[src/hdl/stp_pkg.sv]
// Shared types, constants and codes of the scope trace plotter.
`default_nettype none
package stp_pkg;

    localparam int DEF_SCREEN_COLUMNS = 128;
    localparam int DEF_CHANNELS       = 5;
    localparam int MAX_CHANNELS       = 5;

    localparam int SAMPLE_W = 16;
    localparam int PEAK_W   = 16;
    localparam int ROW_W    = 7;
    localparam int X_W      = 8;
    localparam int CH_W     = 3;

    localparam int ZERO_ROW  = 61;
    localparam int HALF_SPAN = 60;

    // Quotient |s|*60/d stays at or below 60 once |s| is clamped to d.
    localparam int QUOT_BITS = 6;
    localparam int NUM_W     = $clog2((1 << (SAMPLE_W - 1)) * HALF_SPAN + 1);
    localparam int CNT_W     = $clog2(QUOT_BITS);

    localparam logic [1:0] CFG_CHANNEL_ENABLE = 2'd0;
    localparam logic [1:0] CFG_AUTO_SCALE     = 2'd1;
    localparam logic [1:0] CFG_RUN            = 2'd2;

    typedef logic signed [SAMPLE_W-1:0] sample_t;

    typedef enum logic [1:0] {
        KIND_ERASE = 2'd0,
        KIND_GRID  = 2'd1,
        KIND_TRACE = 2'd2
    } draw_kind_t;

    typedef enum logic [1:0] {
        ST_IDLE,
        ST_CALC,
        ST_EMIT
    } ctl_state_t;

    typedef enum logic [2:0] {
        LN_IDLE,
        LN_CLAMP,
        LN_DIV,
        LN_WRITE,
        LN_DONE
    } lane_state_t;

    typedef struct packed {
        logic start;
        logic auto_scale;
        logic wrapped;
    } lane_ctrl_t;

    typedef struct packed {
        logic [ROW_W-1:0] old_row;
        logic [ROW_W-1:0] new_row;
    } lane_res_t;

endpackage
`default_nettype wire

[src/hdl/stp_lane.sv]
// One channel lane: peak tracking, clamp, restoring divider and row store.
`default_nettype none
module stp_lane #(
    parameter int SCREEN_COLUMNS = stp_pkg::DEF_SCREEN_COLUMNS
) (
    input  wire logic                              clk,
    input  wire logic                              rst_n,
    input  wire stp_pkg::lane_ctrl_t               ctrl,
    input  wire logic [$clog2(SCREEN_COLUMNS)-1:0] col,
    input  wire logic                              enable,
    input  wire stp_pkg::sample_t                  sample,
    output logic                                   done,
    output stp_pkg::lane_res_t                     res
);
    import stp_pkg::*;

    lane_state_t state_reg, state_next;

    logic [PEAK_W-1:0]    peak_reg;
    logic [PEAK_W-1:0]    mag_reg;
    logic                 neg_reg;
    logic [NUM_W-1:0]     num_reg;
    logic [NUM_W-1:0]     dsh_reg;
    logic [QUOT_BITS-1:0] q_reg;
    logic [CNT_W-1:0]     cnt_reg;
    logic [ROW_W-1:0]     old_reg;
    logic                 old_ok_reg;
    logic [ROW_W-1:0]     new_reg;
    logic [ROW_W-1:0]     row_mem [SCREEN_COLUMNS];

    sample_t           s_in;
    logic [PEAK_W:0]   s_ext;
    logic [PEAK_W:0]   mag_full;
    logic [PEAK_W-1:0] mag_in;
    logic [PEAK_W-1:0] mag_clamp;
    logic [PEAK_W-1:0] divisor;
    logic [ROW_W-1:0]  row_val;

    always_comb
    begin
        s_in      = enable ? sample : '0;
        s_ext     = {s_in[SAMPLE_W-1], s_in};
        mag_full  = s_in[SAMPLE_W-1] ? (~s_ext + 1'b1) : s_ext;
        mag_in    = mag_full[PEAK_W-1:0];
        // Symmetric clamp: the magnitude saturates at the peak, the sign stays.
        mag_clamp = (mag_reg > peak_reg) ? peak_reg : mag_reg;
        divisor   = (peak_reg == '0) ? PEAK_W'(1) : peak_reg;
        row_val   = neg_reg ? (ROW_W'(ZERO_ROW) + ROW_W'(q_reg))
                            : (ROW_W'(ZERO_ROW) - ROW_W'(q_reg));
    end

    always_comb
    begin
        state_next = state_reg;
        unique case (state_reg)
            LN_IDLE, LN_DONE:
            begin
                if (ctrl.start)
                begin
                    state_next = LN_CLAMP;
                end
            end
            LN_CLAMP:
            begin
                state_next = LN_DIV;
            end
            LN_DIV:
            begin
                if (cnt_reg == '0)
                begin
                    state_next = LN_WRITE;
                end
            end
            LN_WRITE:
            begin
                state_next = LN_DONE;
            end
            default:
            begin
                state_next = LN_IDLE;
            end
        endcase
    end

    always_ff @(posedge clk or negedge rst_n)
    begin
        if (!rst_n)
        begin
            state_reg <= LN_IDLE;
            peak_reg  <= '0;
        end
        else
        begin
            state_reg <= state_next;
            if (ctrl.start && ctrl.auto_scale && (mag_in > peak_reg))
            begin
                peak_reg <= mag_in;
            end
        end
    end

    always_ff @(posedge clk)
    begin
        if (ctrl.start)
        begin
            mag_reg    <= mag_in;
            neg_reg    <= s_in[SAMPLE_W-1];
            old_reg    <= row_mem[col];
            old_ok_reg <= ctrl.wrapped;
        end
        case (state_reg)
            LN_CLAMP:
            begin
                num_reg <= NUM_W'(mag_clamp) * NUM_W'(HALF_SPAN);
                dsh_reg <= NUM_W'(divisor) << (QUOT_BITS - 1);
                q_reg   <= '0;
                cnt_reg <= CNT_W'(QUOT_BITS - 1);
            end
            LN_DIV:
            begin
                // One restoring step: subtract the shifted divisor when it fits.
                if (num_reg >= dsh_reg)
                begin
                    num_reg <= num_reg - dsh_reg;
                    q_reg   <= {q_reg[QUOT_BITS-2:0], 1'b1};
                end
                else
                begin
                    q_reg <= {q_reg[QUOT_BITS-2:0], 1'b0};
                end
                dsh_reg <= dsh_reg >> 1;
                cnt_reg <= cnt_reg - 1'b1;
            end
            LN_WRITE:
            begin
                row_mem[col] <= row_val;
                new_reg      <= row_val;
            end
            default:
            begin
            end
        endcase
    end

    assign done        = (state_reg == LN_DONE);
    assign res.old_row = old_ok_reg ? old_reg : '0;
    assign res.new_row = new_reg;

endmodule
`default_nettype wire

[config.mk]
export PLATFORM = sky130hd
export DESIGN_NAME = stp_lane
export DESIGN_NICKNAME = d
export VERILOG_FILES = /design/src/hdl/stp_pkg.sv /design/src/hdl/stp_lane.sv
export SDC_FILE = /design/constraint.sdc
export NUM_CORES = 1
export LEC_CHECK = 0
export BUFFER_PORTS_ARGS = -buffer_cell sky130_fd_sc_hd__buf_4
export CORE_UTILIZATION = 38
export CTS_BUF_LIST = sky130_fd_sc_hd__clkbuf_4 sky130_fd_sc_hd__clkbuf_8
export DETAILED_ROUTE_END_ITERATION = 10
export MAX_ROUTING_LAYER = met4
export SLEW_MARGIN = 20
export SYNTH_ARGS = -nofsm -noshare
export SYNTH_HDL_FRONTEND = slang
export SYNTH_SLANG_ARGS = --single-unit
export TNS_END_PERCENT = 30
[constraint.sdc]
create_clock -name clk -period 8.5 [get_ports clk]
set_input_delay 0.425 -clock clk [delete_from_list [all_inputs] [get_ports clk]]
set_output_delay 0.425 -clock clk [all_outputs]
set_load 0.05 [all_outputs]
==> results of run 1 <==
==> metrics by stage <==
step	util, %	hold slack, ns	setup WS, ns	instances	cell area [sq um]
finish	43.04	0.07408	2.207	4569	48620
floorplan	-	0.1294	1.594	2856	43480
detailed placement	40.23	0.3450	2.211	4274	45440
CTS	43.02	0.01040	2.239	4566	48600
global placement	40.22	0.3455	2.364	4274	45430
global route	43.04	0.04075	1.808	4569	48620
==> what timing repair did <==
action                                 4_1_cts  5_1_grt
hold buffers                                 7        0
endpoints found under the hold margin       24        0
resized for setup                            0        0
setup endpoints to repair                    0        0
==> layout by cell type (no fill, tap or decap), types with 28 or more instances in the layout <==
cell / netlist / routed
edfxtp_1: 979 / 979
nor2_1: 259 / 254
clkbuf_8: 0 / 164
a21oi_1: 144 / 143
nand2_1: 128 / 125
a221oi_1: 110 / 110
o21ai_0: 108 / 107
mux2i_1: 107 / 107
buf_4: 17 / 93
mux2_2: 89 / 87
inv_1: 87 / 84
ha_1: 82 / 82
mux4_2: 79 / 79
clkbuf_4: 0 / 56
xnor2_1: 55 / 52
a22oi_1: 43 / 43
o22ai_1: 36 / 36
clkinv_1: 0 / 32
and2_1: 28 / 28
==> cell type report <==
cell class | count | area, sq um
fillers | 10120 | 64350
flip-flops and latches | 998 | 29870
multi-input cells | 1590 | 12580
clock buffers | 218 | 2650
well taps | 1500 | 1877
repair buffers | 106 | 870.8
clock inverters | 67 | 430.4
inverters | 87 | 329.1
diodes | 3 | 7.507
==> where the power goes <==
| part | internal [mW] | switching [mW] | total (mW) |
|---|---|---|---|
| registers | 6.89 | 0.171 | 7.06 |
| clock network | 2.08 | 1.96 | 4.04 |
| logic | 1.77 | 3.56 | 5.32 |
==> kinds of logic (layout without fill, tap and decap cells) <==
kind of cell | count (synthesis) | after routing | share of synthesized area, %
AO/OA/AOI/OAI | 599 | 599 | 9.418
XOR/XNOR | 69 | 69 | 1.390
adder cells (fa/ha/maj) | 110 | 110 | 3.464
multiplexers | 275 | 275 | 8.860
AND/OR/NAND/NOR | 537 | 537 | 5.467
other | 0 | 3 | 0
flip-flops | 998 | 998 | 68.70
buffers and inverters | 268 | 478 | 2.699
==> worst paths after layout <==
check | from | end | depth (start not counted)
worst max-delay path | peak_reg[9] | num_reg[20] | 21
worst min-delay path | sample[12] | mag_reg[12] | 2
worst max register to register | peak_reg[9] | num_reg[20] | 21
worst min register to register | state_reg[0] | state_reg[0] | 1
max in group asynchronous | rst_n | peak_reg[8] | 4
min in group asynchronous | rst_n | peak_reg[4] | 3
==> layer usage <==
metal | GRT usage [%] | share of wire, % | up-vias
met5 | - | 0 | -
met1 | 28.21 | 42 | 13210
li1 | - | - | 11350
met4 | 6.250 | 2.6 | 0
met2 | 31.70 | 46 | 1213
met3 | 5.217 | 9.3 | 209
==> impl_metrics.toml, run 1 <==
[timing]
hold_viol_final = 0
period_minus_slack_ns = 6.293
tightest_slew_ns = 1.068
setup_tns_ns = 0
fin_worst_skew_ns = 0.04622
post-route-period-util_pct = 74.04
rsz0062_at_grt = "false"
drv_slew = 0
final-setup-viol-count = 0
relSlewSlack_pct = 28.80
fmax_mhz = 158.9

[job]
cap_viol_max_count = 0

[floorplanning]
die_y_um = 340.3
start_util_pct = 38.49
dieArea_sq_um = 115800
dieWidth_um = 340.3
core_area_sq_um = 113000
placementRows = 123
boundaryPins = 44

[detailed_routing]
viasPerCell = 5.687
drc = 0
initialDrtViolationCount = 2939
finalWirelength_mm = 119.3
num_vias = 25980
firstDrtPassIters = 8
wire_per_inst_um = 26.11
antenna_left = 0

[cts]
post_cts_buffers = 0
clkSlewWorstSetupHoldPaths_ns = 0.05
cts_root_buf = "clkbuf_8"
cts_tree = "built"
cts_max_level = 4
clkSinkCount = 998
cts_buffers = 161
cts.path.max_buffers = 3
clk-insertion-delay-late_ns = 0.84

[synth]
yosys.area.top_type = "edfxtp_1"
synthTopCellsByArea = "edfxtp_1 (68%), mux4_2 (4.1%), mux2i_1 (2.5%), ha_1 (2.4%), mux2_2 (2.3%)"
netlist_top_cells_count = "edfxtp_1 (979), nor2_1 (259), a21oi_1 (144)"
ys_seq_area_share_pct = 68.70
synth.most_common_cell = "edfxtp_1"
synth_top_flop_cell = "edfxtp_1"
yosysUniqueCellTypes = 78
ys_warn_count = 0
synth_top_area_share_pct = 67.61
synth.avg_cell_area_sq_um = 15.23
synth_nets = 2987
synth-async-reset-ratio_pct = 1.904
postSynthRegisterBits = 998
syn-instance-count = 2856
synth_edf_count = 979
syn-cell-area_sq_um = 43480

[finish]
drive_above_1_share_pct = 18.13
largest_register_ffs = 896
synthToLayoutAreaGrowth_pct = 11.80
nNetsFinal = 3075

[critical_path]
crit_slowest_cell = "mux2i_1"
crit_type = "register to register"
cp-start-kind = "register"
critPathMaxStageDelay_ns = 0.65
crit_required_ns = 9.06
cpLargestDelayFamily = "adder cells"
critPathMaxFanout = 49
cp_num_buf_inv = 3
cp-end-kind = "register"
critPathArrivalTime_ns = 6.85
ff2ff_setup_slack_ns = 2.21
path_cells = "inv_1 -> ha_1 -> nand4_1 -> nor3_1 -> o21ai_0 -> o211a_1 -> a21oi_4 -> buf_4 -> mux2i_1 -> fa_1 -> fa_1 -> inv_1 -> ha_1 -> and3_1 -> nor2b_1 -> a211oi_1 -> o21ai_0 -> a21oi_1 -> xnor2_1 -> nor2_1 -> a21oi_1"

[global_route]
grt_pass1_vias = 25820
grt_remaining_overflow = 0
grt_max_degree = 114
grt_first_pass_wirelength_mm = 175.0
antenna_found_initial = 4
grt_usage_pct = 21.08

[pwr]
power.leakage_nw = 16.21
p_per_area_nw_per_um2 = 337.8
ir_drop_uv = 266.5
p_total_mw = 16.42

[placed_design]
port_buffers = 43
gp_congestion = 0.8766
dp_hpwl_mm = 71.48

[min_path]
min_path_type = "input pin to register"

[run_status]
outcome = "finished, final reports clean"
(Power assumes the default switching activity.)
==> inputs of run 2 (changes only) <==
- ABC_AREA: not set -> 1
- clock period: 8.5 -> 5.8 ns (I/O delays scaled with it)
==> run 2 against run 1 <==
  * Sequential cell count is the same
  * Highest routed layer unchanged
  * Worst hold slack better by 0.011 ns
  * Clock skew fell by 0.018 ns
  * Area after synthesis grew 0.60%
  * First-iteration DRC count up 16%
==> impl_metrics.toml, run 2 <==
[critical_path]
cp-end-kind = "register"
critPathArrivalTime_ns = 5.81
r2r-end = "num_reg[20]"
critPathMaxFanout = 20
cp-start-kind = "register"
r2r_cells = 22
crit_type = "register to register"
crit_required_ns = 6.36
ff2ff_setup_slack_ns = 0.55
reg2reg_from = "peak_reg[11]"

[global_route]
grt_max_degree = 129
antenna_found_initial = 3
grt_remaining_overflow = 0
grt_first_pass_wirelength_mm = 184.7
grt_usage_pct = 21.82
grt_pass1_vias = 28960

[timing]
fmax_mhz = 190.6
period_minus_slack_ns = 5.245
drv_slew = 0
rsz0062_at_grt = "false"
hold_viol_final = 0
fin_worst_skew_ns = 0.02778
post-route-period-util_pct = 90.44
final-setup-viol-count = 0
relSlewSlack_pct = 25.16
setup_tns_ns = 0
tightest_slew_ns = 1.123

[detailed_routing]
drc = 0
num_vias = 30360
firstDrtPassIters = 6
wire_per_inst_um = 21.35
viasPerCell = 5.236
finalWirelength_mm = 123.8
initialDrtViolationCount = 3398
antenna_left = 0

[cts]
cts.path.max_buffers = 3
hold_buffers = 23
cts_max_level = 4
clkSinkCount = 998
clk-insertion-delay-late_ns = 0.83
cts_buffers = 160
cts_tree = "built"
cts_resized = 0
cts_root_buf = "clkbuf_8"
clkSlewWorstSetupHoldPaths_ns = 0.07
post_cts_buffers = 0

[synth]
synth_edf_count = 979
synthTopCellsByArea = "edfxtp_1 (67%), nand2_1 (13%), a21oi_1 (2.7%), ha_1 (2.3%), nor2_1 (2.3%)"
yosysUniqueCellTypes = 46
ys_seq_area_share_pct = 68.29
netlist_top_cells_count = "nand2_1 (1500), edfxtp_1 (979), nor2_1 (271)"
synth_top_flop_cell = "edfxtp_1"
syn-cell-area_sq_um = 43750
synth_top_area_share_pct = 67.20
synth_nets = 4137
synth.avg_cell_area_sq_um = 10.92
syn-instance-count = 4006
synth-async-reset-ratio_pct = 1.904
postSynthRegisterBits = 998
yosys.area.top_type = "edfxtp_1"
ys_warn_count = 0
synth.most_common_cell = "nand2_1"

[pwr]
ir_drop_uv = 420.5
p_per_area_nw_per_um2 = 491.3
power.leakage_nw = 18.65
p_total_mw = 24.24

[floorplanning]
die_y_um = 341.3
boundaryPins = 44
start_util_pct = 38.31
dieWidth_um = 341.3
dieArea_sq_um = 116500
core_area_sq_um = 114200
placementRows = 124

[placed_design]
port_buffers = 43
gp_congestion = 0.8916
dp_hpwl_mm = 76.55
dp_cells = 5487

[finish]
final_cells = 5798
drive_above_1_share_pct = 9.666
mostFrequentLayoutCell = "nand2_1"
synthToLayoutAreaGrowth_pct = 12.78
nNetsFinal = 4291
mostFrequentLayoutCells = "nand2_1 (1500), edfxtp_1 (979), nor2_1 (270)"
largest_register_ffs = 896

[run_status]
outcome = "finished, final reports clean"

[min_path]
min_path_type = "input pin to asynchronous set/reset pin"

[job]
cap_viol_max_count = 0
[run 2: cell families after synthesis]
kind of cell / after synthesis / share of synthesized area (%)
flip-flops: 998 / 68.29
multiplexers: 2 / 0.04862
XOR/XNOR: 18 / 0.3604
buffers and inverters: 391 / 3.650
adder cells (fa/ha/maj): 102 / 3.261
AND/OR/NAND/NOR: 1994 / 18.16
AO/OA/AOI/OAI: 501 / 6.235
[run 2: how the worst max path moves through the flow]
stage                 startpoint     endpoint  slack (ns)  cells after the start
floorplan                neg_reg   new_reg[1]       -0.98                      2
global placement    peak_reg[11]  num_reg[16]        0.68                     21
detailed placement  peak_reg[11]  num_reg[20]        0.59                     22
CTS                 peak_reg[11]  num_reg[20]        0.55                     22
global route         peak_reg[6]  num_reg[20]        0.14                     22
finish              peak_reg[11]  num_reg[20]        0.55                     22
[run 2: cell type report]
cell class | count | area [sq um]
Inverter | 235 | 893.4
Antenna cell | 3 | 7.507
Clock inverter | 64 | 337.8
Multi-Input combinational cell | 2617 | 12400
Timing Repair Buffer | 148 | 1230
Sequential cell | 998 | 29870
Tap cell | 1512 | 1892
Fill cell | 10760 | 64850
Clock buffer | 221 | 2704
[run 2: layer usage]
metal / vias to the layer above / GRT usage, % / wire [um]
met2: 1269 / 33.26 / 56980
met5: - / - / 0
met1: 14800 / 29.60 / 53110
met3: 245 / 3.983 / 10140
li1: 14050 / - / -
met4: 0 / 6.783 / 3587
[run 2: through the flow]
| stage | util [%] | cell area [sq um] | setup WS [ns] | hold WS (ns) |
|---|---|---|---|---|
| 2_1_floorplan | - | 43750 | -0.9751 | -0.005591 |
| 3_3_place_gp | 40.34 | 46060 | 0.6845 | 0.2063 |
| 3_5_place_dp | 40.34 | 46060 | 0.5903 | 0.2041 |
| 4_1_cts | 43.20 | 49330 | 0.5507 | 0.01041 |
| 5_1_grt | 43.21 | 49340 | 0.1371 | 0.07131 |
| 6_report | 43.21 | 49340 | 0.5547 | 0.08555 |
[run 2: power breakdown]
part	switching, mW	internal [mW]
Sequential	0.219	9.94
Clock	2.82	3.06
Combinational	5.85	2.36
[run 2: critical path: stages, from the launching register on]
cell      delay [ns]
dfrtp_1         0.40
inv_1           0.10
ha_1            0.30
nand2_1         0.05
inv_1           0.07
nand3_1         0.08
nor3_2          0.19
nand2_1         0.10
nand2_2         0.27
nand2_2         0.34
o21ai_0         0.76
fa_1            0.58
fa_1            0.53
inv_1           0.05
ha_1            0.31
nand2_1         0.08
nand2_1         0.07
a21oi_1         0.13
nor2_1          0.06
a211oi_1        0.17
nand2_1         0.10
o21ai_0         0.18
nand2_1         0.07
