==> config.mk <==
export PLATFORM = sky130hd
export DESIGN_NAME = stp_merge
export DESIGN_NICKNAME = d
export VERILOG_FILES = /design/src/hdl/stp_pkg.sv /design/src/hdl/stp_merge.sv
export SDC_FILE = /design/constraint.sdc
export NUM_CORES = 1
export LEC_CHECK = 0
export ABC_AREA = 1
export BUFFER_PORTS_ARGS = -buffer_cell sky130_fd_sc_hd__buf_2
export CAP_MARGIN = 10
export CORE_ASPECT_RATIO = 1.25
export CORE_MARGIN = 2
export CORE_UTILIZATION = 43
export CTS_BUF_LIST = sky130_fd_sc_hd__clkbuf_16
export DETAILED_ROUTE_END_ITERATION = 8
export GPL_TIMING_DRIVEN = 0
export HOLD_SLACK_MARGIN = 0.15
export PLACE_DENSITY = 0.91
export SLEW_MARGIN = 30
export SYNTH_ARGS = -nofsm -noshare
export SYNTH_HDL_FRONTEND = slang
export SYNTH_SLANG_ARGS = --single-unit
==> constraint.sdc <==
create_clock -name clk -period 2.8 [get_ports clk]
set_input_delay 0.84 -clock clk [delete_from_list [all_inputs] [get_ports clk]]
set_output_delay 0.84 -clock clk [all_outputs]
set_load 0.05 [all_outputs]
==> src/hdl/stp_pkg.sv <==
// Shared types, constants and codes of the scope trace plotter.
`default_nettype none
package stp_pkg;

    localparam int DEF_SCREEN_COLUMNS = 128;
    localparam int DEF_CHANNELS       = 5;
    localparam int MAX_CHANNELS       = 5;

    localparam int SAMPLE_W = 16;
    localparam int PEAK_W   = 16;
    localparam int ROW_W    = 7;
    localparam int X_W      = 8;
    localparam int CH_W     = 3;

    localparam int ZERO_ROW  = 61;
    localparam int HALF_SPAN = 60;

    // Quotient |s|*60/d stays at or below 60 once |s| is clamped to d.
    localparam int QUOT_BITS = 6;
    localparam int NUM_W     = $clog2((1 << (SAMPLE_W - 1)) * HALF_SPAN + 1);
    localparam int CNT_W     = $clog2(QUOT_BITS);

    localparam logic [1:0] CFG_CHANNEL_ENABLE = 2'd0;
    localparam logic [1:0] CFG_AUTO_SCALE     = 2'd1;
    localparam logic [1:0] CFG_RUN            = 2'd2;

    typedef logic signed [SAMPLE_W-1:0] sample_t;

    typedef enum logic [1:0] {
        KIND_ERASE = 2'd0,
        KIND_GRID  = 2'd1,
        KIND_TRACE = 2'd2
    } draw_kind_t;

    typedef enum logic [1:0] {
        ST_IDLE,
        ST_CALC,
        ST_EMIT
    } ctl_state_t;

    typedef enum logic [2:0] {
        LN_IDLE,
        LN_CLAMP,
        LN_DIV,
        LN_WRITE,
        LN_DONE
    } lane_state_t;

    typedef struct packed {
        logic start;
        logic auto_scale;
        logic wrapped;
    } lane_ctrl_t;

    typedef struct packed {
        logic [ROW_W-1:0] old_row;
        logic [ROW_W-1:0] new_row;
    } lane_res_t;

endpackage
`default_nettype wire

==> src/hdl/stp_merge.sv <==
// Merge stage: walks the lanes in channel order and issues draw commands.
`default_nettype none
module stp_merge #(
    parameter int CHANNELS = stp_pkg::DEF_CHANNELS
) (
    input  wire logic                          clk,
    input  wire logic                          rst_n,
    input  wire logic                          start,
    input  wire logic [stp_pkg::X_W-1:0]       x,
    input  wire stp_pkg::lane_res_t            res [stp_pkg::MAX_CHANNELS],
    input  wire logic                          out_stall,
    output logic                               out_valid,
    output logic [stp_pkg::X_W-1:0]            pixel_x,
    output logic [stp_pkg::ROW_W-1:0]          pixel_y,
    output stp_pkg::draw_kind_t                draw_kind,
    output logic [stp_pkg::CH_W-1:0]           channel,
    output logic                               last,
    output logic                               finished
);
    import stp_pkg::*;

    logic             active_reg;
    logic [CH_W-1:0]  ch_reg;
    logic             phase_reg;
    logic             out_valid_reg;
    logic [X_W-1:0]   px_reg;
    logic [ROW_W-1:0] py_reg;
    draw_kind_t       kind_reg;
    logic [CH_W-1:0]  chan_reg;
    logic             last_reg;

    lane_res_t        cur;
    logic             adv;
    logic             has_old;
    logic             is_last;
    logic             load;

    always_comb
    begin
        cur     = res[ch_reg];
        adv     = active_reg && (!out_valid_reg || !out_stall);
        // Restore the dashed zero line only on its lit columns.
        has_old = ((cur.old_row != '0) && (cur.old_row != ROW_W'(ZERO_ROW)))
               || ((cur.old_row == ROW_W'(ZERO_ROW)) && !x[1]);
        is_last = phase_reg && (ch_reg == CH_W'(CHANNELS - 1));
        load    = adv && (phase_reg || has_old);
    end

    always_ff @(posedge clk or negedge rst_n)
    begin
        if (!rst_n)
        begin
            active_reg    <= 1'b0;
            ch_reg        <= '0;
            phase_reg     <= 1'b0;
            out_valid_reg <= 1'b0;
        end
        else
        begin
            if (load)
            begin
                out_valid_reg <= 1'b1;
            end
            else if (!out_stall)
            begin
                out_valid_reg <= 1'b0;
            end

            if (start)
            begin
                active_reg <= 1'b1;
                ch_reg     <= '0;
                phase_reg  <= 1'b0;
            end
            else if (adv)
            begin
                if (phase_reg)
                begin
                    if (is_last)
                    begin
                        active_reg <= 1'b0;
                    end
                    else
                    begin
                        ch_reg    <= ch_reg + 1'b1;
                        phase_reg <= 1'b0;
                    end
                end
                else
                begin
                    phase_reg <= 1'b1;
                end
            end
        end
    end

    always_ff @(posedge clk)
    begin
        if (load)
        begin
            px_reg   <= x;
            chan_reg <= ch_reg;
            last_reg <= is_last;
            if (phase_reg)
            begin
                py_reg   <= cur.new_row;
                kind_reg <= KIND_TRACE;
            end
            else
            begin
                py_reg   <= cur.old_row;
                kind_reg <= (cur.old_row == ROW_W'(ZERO_ROW)) ? KIND_GRID : KIND_ERASE;
            end
        end
    end

    assign out_valid = out_valid_reg;
    assign pixel_x   = px_reg;
    assign pixel_y   = py_reg;
    assign draw_kind = kind_reg;
    assign channel   = chan_reg;
    assign last      = last_reg;
    assign finished  = adv && is_last;

endmodule
`default_nettype wire

==> results of run 1 <==
## path summary, 6_finish.rpt
path	slack, ps	endpoint	startpoint
setup / recovery	160	finished	ch_reg[1]
setup reg to reg	320	pixel_x[6]	ch_reg[0]
min in group clk	450	draw_kind[1]	phase_reg
hold / removal	400	phase_reg	rst_n
hold reg to reg	450	draw_kind[1]	phase_reg
max in group asynchronous	2250	ch_reg[1]	rst_n
## repair_timing
action / in CTS / in global routing
cloned: 0 / 0
gates resized for setup: 1 / 5
endpoints found under the setup margin: 1 / 1
pin swaps: 0 / 1
hold buffers: 0 / 0
## placed cells by master (no fill, tap or decap), types with 3 or more instances in the layout
cell	Yosys	layout
nand2_1	64	64
edfxtp_1	21	21
a21oi_1	8	8
nor2_1	22	22
buf_2	8	109
o22ai_1	7	7
inv_2	3	3
o21ai_0	22	22
dfrtp_1	6	4
inv_1	16	17
clkbuf_16	0	3
nand3_1	23	23
## Yosys cell counts (all sizes together)
cell type	number	area (um2)
a31o	1	8.76
inv	19	71.3
nand2	66	253
edfxtp	21	631
a211oi	2	15.0
ha	2	25.0
nand3	24	125
clkbuf	1	3.75
dfrtp	6	150
o21ai	23	115
o22ai	7	43.8
buf	11	62.6
nand4	1	6.26
nor2	24	95.1
nor3	2	15.0
a21oi	8	40.0
## worst max-delay path: cells and delay by family, from the launching register on
family | cells | cell delay [ps]
adder cells (fa/ha/maj) | 1 | 170
buffers and inverters | 3 | 560
flip-flops | 1 | 470
AND/OR/NAND/NOR | 2 | 340
## kinds of logic after synthesis
logic type / after synthesis / share of synthesized area, %
flip-flops: 27 / 47.0
adder cells (fa/ha/maj): 2 / 1.51
AND/OR/NAND/NOR: 117 / 29.8
buffers and inverters: 31 / 8.29
AO/OA/AOI/OAI: 41 / 13.4
## per-stage QoR
step / total power [mW] / util [%] / instances
finish: 1.29 / 61.8 / 365
global route: 1.37 / 61.8 / 365
CTS: 1.30 / 61.7 / 366
detailed placement: 0.996 / 59.6 / 362
global placement: 0.986 / 59.6 / 362
floorplan: 0.853 / - / 218
## final cells by class
| class | count | area (um2) |
|---|---|---|
| inverter | 19 | 71.3 |
| multi-input combinational | 160 | 747 |
| tap | 40 | 50.0 |
| buffer | 11 | 63.8 |
| fill | 345 | 1430 |
| sequential | 27 | 783 |
| clock inverter | 1 | 3.75 |
| timing repair buffer | 104 | 527 |
| clock buffer | 3 | 75.1 |
## layer usage
metal / routed length, um / global-route usage [%]
met1: 1830 / 25.7
met2: 2210 / 35.4
met3: 309 / 2.29
met4: 78 / 8.15
met5: 0 / 0
## power by group
| part | total (mW) | switching [mW] | internal (mW) |
|---|---|---|---|
| clock network | 0.305 | 0.114 | 0.191 |
| registers | 0.511 | 0.0170 | 0.494 |
| logic | 0.477 | 0.333 | 0.144 |
==> summary.md, run 1 <==
| Metric | Value |
|---|---|
| Status | `completed` |
| Sink Count | `27` |
| Dpl cell area | `about 2200 um2` |
| Worst-case clock buffer depth | `2` |
| Post-DR vias/cell | `5.04` |
| TNS Setup | `0 ps` |
| WL final | `~4.4 mm` |
| Leakage power | `between 1 and 1.5 nW` |
| Largest register FFs | `8` |
| CORE AREA | `about 3800 um2` |
| Global route total overflow | `0` |
| Hold WS | `around 400 ps` |
| Crit path DAT | `around 1800 ps` |
| Starting Density | `44.2%` |
| Antenna Nets Post-Route | `0` |
| H-tree depth | `1` |
| Synthesized flop and latch total | `27` |
| Overall routing resource usage | `around a fifth` |
| Reg2Reg Depth | `12` |
| Distinct cell type count after synthesis | `25` |
| Final period utilization | `a little over nine tenths` |
| I/O pin count | `105` |
| Wire length of the first global-routing pass | `6.94 mm` |
| Data required time of the worst path | `1960 ps` |
| Netlist Area Pre-Place | `1660 um2` |
| DRC | `0` |
| Avg WL per Cell | `roughly 12 um` |
| CP Max Fanout | `10` |
| PD cells | `around 560 nW/um2` |
| Worst Tran Pin Value | `around 740 ps` |
| Area Growth Syn to Fin | `39.8%` |
| Syn Inst Count | `about 220` |
| Largest net degree at the start of global routing | `22` |
| Post-CTS Setup Inserts | `0` |
| Pins Over Slew Limit | `0` |
| Drt first pass iters | `4` |
| Worst-Skew Late Latency | `260 ps` |
| Initial antenna violation count | `0` |
| Die H | `approximately 73 um` |
| WS Path Type | `register to output port` |
| Clock transition at path regs | `approximately 60 ps` |
| Hold Vio Cnt, Final | `0` |
| Ratio of cells with drive above 1 in the final layout | `between 30% and 40%` |
| Yosys warns | `0` |
| Worst min path class | `primary input to async pin` |
| ANT cells | `0` |
| Syn_area_per_cell | `roughly 7.6 um2` |
| Slowest CP cell | `dfrtp_2` |
| DR vias | `between 1500 and 2000` |
| Final setup fails | `0` |
| Max Fclk | `about 380 MHz` |
| Post-route minimum period | `~2600 ps` |
| Worst Setup Start Kind | `register` |
| Peak supply drop | `0.227 mV` |
| Final WS setup | `roughly 160 ps` |
| # nets final | `410` |
| CTS buffer count | `3` |
| Finished Cell Area | `between 2000 and 2500 um2` |
| Max Clock Skew | `between 1.5 and 2 ps` |
| GP Congestion | `between 0.8 and 0.9` |
| FP Rows | `25` |
| Sequential cell area fraction in the yosys report | `between 40% and 50%` |
| Syn nets | `~300` |
| CTS tree | `done` |
| Die area | `roughly 4400 um2` |
| Pre-CTS WS | `~240 ps` |
| Relative slew slack | `between 50% and 60%` |
| CP cell instances | `inv_2 > buf_2 > ha_1 > nand2_1 > nor3_2 > buf_6` |
| RSZ-0062 raised after global routing | `false` |
| Initial DRC Count | `between 40 and 50` |
| Vias in the first global route | `roughly 1600` |
| Port Buf Inserts | `around 100` |
| Die X-Extent | `between 50 and 60 um` |
| Max incr delay on CP | `approximately 470 ps` |
| Dpl hpwl | `approximately 3.6 mm` |
| Max Cap Viol | `0` |
| CTS Root Cell | `clkbuf_16` |
| Crit end category | `output port` |
Note: power is estimated with default switching activity, not from simulation.
==> run 2: changes to the inputs <==
- PLACE_DENSITY: 0.91 -> 0.82
==> summary.md, run 2 (same netlist as run 1, synthesis figures left out) <==
| Metric | Value |
|---|---|
| Status | `completed` |
| Max Cap Viol | `0 (unchanged)` |
| Crit end category | `output port` |
| Reg2reg start | `ch_reg[0]` |
| DR vias | `1842 (+0.22%)` |
| Largest register FFs | `8 (unchanged)` |
| Hold Vio Cnt, Final | `0 (unchanged)` |
| Die X-Extent | `59.6 um (unchanged)` |
| Area Growth Syn to Fin | `39.5%` |
| Crit path DAT | `1800 ps (about the same)` |
| Final period utilization | `94.2% (-0.14 points)` |
| Post-route minimum period | `2640 ps (-3.80 ps)` |
| Drt first pass iters | `4 (unchanged)` |
| Starting Density | `44.2% (unchanged)` |
| Initial DRC Count | `33 (-27%)` |
| Largest net degree at the start of global routing | `22 (unchanged)` |
| Critical R2R Capture | `channel[1]` |
| Initial antenna violation count | `0 (unchanged)` |
| Switch share | `36.0% (+0.086 points)` |
| Max incr delay on CP | `480 ps (about the same)` |
| Final setup fails | `0 (unchanged)` |
| Vias in the first global route | `1669 (+3.0%)` |
| WL final | `4.34 mm (-2.0%)` |
| CTS tree | `done` |
| Wire length of the first global-routing pass | `6.87 mm (-0.99%)` |
| Commonest non-fill, non-tap cells in the layout | `buf_2 (110), nand2_1 (64), nand3_1 (23), nor2_1 (22), o21ai_0 (22)` |
| Clock transition at path regs | `60 ps (about the same)` |
| Seq pwr share | `39.5% (about the same)` |
| Max Fclk | `379 MHz (+0.14%)` |
| GP Congestion | `0.835 (-3.1%)` |
| Part of the power in combinational logic | `36.6% (-0.3 points)` |
| Delay-heaviest family, CP | `buffers and inverters` |
| FP Rows | `25 (unchanged)` |
| Pins Over Slew Limit | `0 (unchanged)` |
| Ratio of cells with drive above 1 in the final layout | `39.7% (+0.31 points)` |
| Final WS setup | `162 ps (+3.80 ps)` |
| Port Buf Inserts | `104 (unchanged)` |
| Relative slew slack | `50.2% (-0.18 points)` |
| CTS buffer count | `3 (unchanged)` |
| Commonest non-fill, non-tap cell in the layout | `buf_2` |
| Post-DR vias/cell | `5.05 (+0.22%)` |
| Power Internal | `829 uW (about the same)` |
| Die area | `4380 um2 (unchanged)` |
| Antenna Nets Post-Route | `0 (unchanged)` |
| Clock share of power | `23.8% (+0.2 points)` |
| RSZ-0062 raised after global routing | `false` |
| CP Max Fanout | `19 (+9)` |
| Sink Count | `27 (unchanged)` |
| Reg2Reg Depth | `12 (unchanged)` |
| Global route total overflow | `0 (unchanged)` |
| Critical path buffers and inverters | `3 (unchanged)` |
| Overall routing resource usage | `20.1% (-0.39 points)` |
| Worst-case clock buffer depth | `2 (unchanged)` |
| # nets final | `410 (unchanged)` |
| Worst-Skew Late Latency | `260 ps (about the same)` |
| Switch Pwr | `466 uW (+0.43%)` |
| Slowest CP cell | `dfrtp_2` |
| CTS Root Cell | `clkbuf_16` |
| CP cell instances | `inv_2 > buf_2 > ha_1 > nand2_1 > nor3_2 > buf_4` |
| Worst Tran Pin Value | `747 ps (+2.75 ps)` |
| Avg WL per Cell | `11.9 um (-2.0%)` |
| Peak supply drop | `0.247 mV (+8.7%)` |
| Die H | `73.5 um (unchanged)` |
| Pre-CTS WS | `244 ps (+1.34 ps)` |
| Worst min path class | `primary input to async pin` |
| PD cells | `559 nW/um2 (+0.40%)` |
| H-tree depth | `1 (unchanged)` |
| Leakage power | `1.21 nW (-0.30%)` |
| Data required time of the worst path | `1960 ps (about the same)` |
| R2R Setup Slk | `330 ps (about the same)` |
| TNS Setup | `0 ps (unchanged)` |
| I/O pin count | `105 (unchanged)` |
| ANT cells | `0 (unchanged)` |
| Max Clock Skew | `6.22 ps (+4.36 ps)` |
| WS Path Type | `register to output port` |
| DRC | `0 (unchanged)` |
| Worst Setup Start Kind | `register` |
| Hold WS | `393 ps (-2.83 ps)` |
| Dpl hpwl | `3.55 mm (-1.4%)` |
| CORE AREA | `3750 um2 (unchanged)` |
## run 2: power by group through the flow
stage	clock, mW	combinational (mW)	sequential [mW]
global placement	0	0.470	0.519
finish	0.309	0.475	0.512
detailed placement	0	0.475	0.520
global route	0.335	0.520	0.517
floorplan	0	0.183	0.670
CTS	0.319	0.476	0.512
## run 2: metrics by stage
| step | total power, mW | cell area, um2 | utilization [%] | std cells |
|---|---|---|---|---|
| 6_report | 1.30 | 2320 | 61.7 | 365 |
| 5_1_grt | 1.37 | 2320 | 61.7 | 365 |
| 4_1_cts | 1.31 | 2320 | 61.8 | 366 |
| 3_5_place_dp | 0.995 | 2240 | 59.6 | 362 |
| 3_3_place_gp | 0.989 | 2240 | 59.6 | 362 |
| 2_1_floorplan | 0.853 | 1670 | - | 218 |
## run 2: layout make-up
class	count	area, um2
buffer	11	61.3
clock buffer	3	75.1
clock inverter	1	5.00
fill	345	1440
inverter	19	71.3
multi-input combinational	160	747
sequential	27	783
tap	40	50.0
timing repair buffer	104	523
## run 2: worst max-delay path by stage
stage | slack [ps] | endpoint | from | cells after the start
2_1_floorplan | 220 | finished | ch_reg[0] | 6
3_3_place_gp | 260 | finished | ch_reg[0] | 7
3_5_place_dp | 240 | pixel_x[0] | res[26] | 11
4_1_cts | 30 | finished | ch_reg[0] | 7
5_1_grt | 20 | finished | ch_reg[0] | 6
6_report | 160 | finished | ch_reg[0] | 6
## run 2: repair_timing
action                                  in CTS  in global routing
pin swaps                                    0                  0
setup buffers                                0                  0
gates resized for setup                      1                  2
endpoints found under the setup margin       1                  1
hold buffers                                 0                  0
## run 2: worst reg2reg max path, stage by stage, from the launching register on
cell and delay (ps):
dfrtp_2 480, inv_2 80, buf_2 280, nand2_1 110, nand3_1 80, nand3_1 110
nand2_1 100, nor2_1 40, nand2_1 60, nor2_1 40, nor2_1 80, nand2_1 90
inv_1 560
## run 2: metal layers
layer  track usage (%)  routed length [um]
met5                 0                   0
met4              11.4                 112
met3              2.99                 303
met2              32.8                2160
met1              24.9                1760
==> run 3: changes to the inputs <==
==> constraint.sdc (replaced) <==
create_clock -name clk -period 2.8 [get_ports clk]
set_input_delay 0.42 -clock clk [delete_from_list [all_inputs] [get_ports clk]]
set_output_delay 0.42 -clock clk [all_outputs]
set_load 0.05 [all_outputs]
==> summary.md, run 3 (same netlist as run 1, synthesis figures left out) <==
| Metric | Value |
|---|---|
| Worst-case clock buffer depth | `2 (unchanged)` |
| PD cells | `561 nW/um2 (+0.22%)` |
| CP Max Fanout | `10 (-9)` |
| WL final | `4.43 mm (+2.0%)` |
| Die area | `4380 um2 (unchanged)` |
| Leakage power | `1.22 nW (+0.81%)` |
| WS Path Type | `register to output port` |
| Max Cap Viol | `0 (unchanged)` |
| Sink Count | `27 (unchanged)` |
| Worst min path class | `primary input to register` |
| Crit path DAT | `2090 ps (+290 ps)` |
| Worst Setup Start Kind | `register` |
| Vias in the first global route | `1674 (+0.30%)` |
| TNS Setup | `0 ps (unchanged)` |
| Largest register FFs | `8 (unchanged)` |
| Die X-Extent | `59.6 um (unchanged)` |
| Overall routing resource usage | `20.4% (+0.33 points)` |
| CTS Root Cell | `clkbuf_16` |
| Antenna Nets Post-Route | `0 (unchanged)` |
| Post-CTS Resized | `0 (-1)` |
| Hold Vio Cnt, Final | `0 (unchanged)` |
| Crit end category | `output port` |
| Drt first pass iters | `4 (unchanged)` |
| Hold WS | `336 ps (-56.3 ps)` |
| Post-DR vias/cell | `4.93 (-2.2%)` |
| CTS buffer count | `3 (unchanged)` |
| Area Growth Syn to Fin | `39.8%` |
| Starting Density | `44.2% (unchanged)` |
| CTS tree | `done` |
| Origin of the worst min-delay path | `x[0]` |
| Peak supply drop | `0.282 mV (+14%)` |
| Delay-heaviest family, CP | `buffers and inverters` |
| Worst-Skew Late Latency | `260 ps (about the same)` |
| DRC | `0 (unchanged)` |
| Post-route minimum period | `2510 ps (-125 ps)` |
| Worst Tran Pin Value | `742 ps (-4.52 ps)` |
| H-tree depth | `1 (unchanged)` |
| Global route total overflow | `0 (unchanged)` |
| I/O pin count | `105 (unchanged)` |
| Commonest non-fill, non-tap cells in the layout | `buf_2 (112), nand2_1 (64), nand3_1 (23), nor2_1 (22), o21ai_0 (22)` |
| Port Buf Inserts | `104 (unchanged)` |
| Avg WL per Cell | `12.1 um (+1.4%)` |
| Die H | `73.5 um (unchanged)` |
| CP cell instances | `inv_2 > buf_2 > buf_2 > ha_1 > nand2_1 > nor3_1 > buf_2` |
| Clock transition at path regs | `60 ps (about the same)` |
| Critical path buffers and inverters | `4 (+1)` |
| Ratio of cells with drive above 1 in the final layout | `38.8% (-0.85 points)` |
| Max Clock Skew | `4.85 ps (-1.37 ps)` |
| Pins Over Slew Limit | `0 (unchanged)` |
| # nets final | `412 (+0.49%)` |
| FP Rows | `25 (unchanged)` |
| Initial DRC Count | `64 (+94%)` |
| Max Fclk | `398 MHz (+5.0%)` |
| Largest net degree at the start of global routing | `22 (unchanged)` |
| Final setup fails | `0 (unchanged)` |
| Reg2reg start | `ch_reg[1]` |
| Dpl hpwl | `3.55 mm (about the same)` |
| CORE AREA | `3750 um2 (unchanged)` |
| Commonest non-fill, non-tap cell in the layout | `buf_2` |
| Final period utilization | `89.8% (-4.5 points)` |
| Most used cell, CP | `buf_2` |
| Max incr delay on CP | `480 ps (about the same)` |
| Crit. Startpoint | `ch_reg[0]` |
| DR vias | `1811 (-1.7%)` |
| Slowest CP cell | `dfrtp_1` |
| RSZ-0062 raised after global routing | `false` |
| Wire length of the first global-routing pass | `6.98 mm (+1.5%)` |
| Relative slew slack | `50.5% (+0.30 points)` |
| Data required time of the worst path | `2380 ps (+420 ps)` |
| Status | `completed` |
| ANT cells | `0 (unchanged)` |
| GP Congestion | `0.832 (-0.36%)` |
| Initial antenna violation count | `0 (unchanged)` |
-- run 3: changes by cell type in the layout (fill, tap and decap cells not counted) --
| cell | change |
|---|---|
| buf_2 | +2 |
| nor3_2 | -1 |
| dfrtp_2 | -2 |
| dlygate4sd3_1 | +1 |
| dfrtp_1 | +2 |
| nor3_1 | +1 |
| buf_4 | -1 |
-- run 3: final cells by class --
class | count | area (um2)
plain buffers | 12 | 66.3
clock buffers | 3 | 75.1
clock inverters | 1 | 5.00
fillers | 356 | 1430
inverters | 19 | 71.3
multi-input cells | 160 | 742
flip-flops and latches | 27 | 781
well taps | 40 | 50.0
repair buffers | 105 | 531
-- run 3: what timing repair did --
action / CTS / global route
hold buffers: 1 / 0
setup buffers: 0 / 0
endpoints found under the hold margin: 6 / 0
-- run 3: metal layers --
metal  global-route usage [%]  wire [um]
met4                     7.90         97
met2                     36.8       2200
met1                     25.5       1860
met3                    0.528        270
met5                        0          0
-- run 3: worst paths after layout --
path | endpoint | cells past startpoint | slack [ps]
hold reg to reg | draw_kind[1] | 0 | 460
min in group asynchronous | out_valid | 2 | 520
max in group asynchronous | ch_reg[1] | 2 | 2140
setup / recovery | finished | 7 | 290
hold / removal | pixel_x[0] | 1 | 340
setup reg to reg | pixel_x[6] | 10 | 350
-- run 3: where the power goes --
part	switching, mW	internal, mW	leakage [nW]
Clock	0.121	0.192	0.0409
Combinational	0.333	0.145	0.893
Sequential	0.0167	0.493	0.285
Total	0.471	0.830	1.22
-- run 3: worst reg2reg max path, delay by kind of cell (launching register included) --
kind,cells,cell delay [ps]
flip-flops,1,490
buffers and inverters,2,740
AND/OR/NAND/NOR,8,840
-- run 3: per-stage QoR --
stage          setup slack [ps]  util (%)  cell area [um2]  std cells  power [mW]
6_report                    287      61.8             2320        367        1.30
5_1_grt                    34.1      61.8             2320        367        1.38
4_1_cts                     242      61.8             2320        367        1.31
3_5_place_dp                311      59.4             2230        362       0.995
3_3_place_gp                331      59.4             2230        362       0.989
2_1_floorplan               202         -             1660        218       0.853
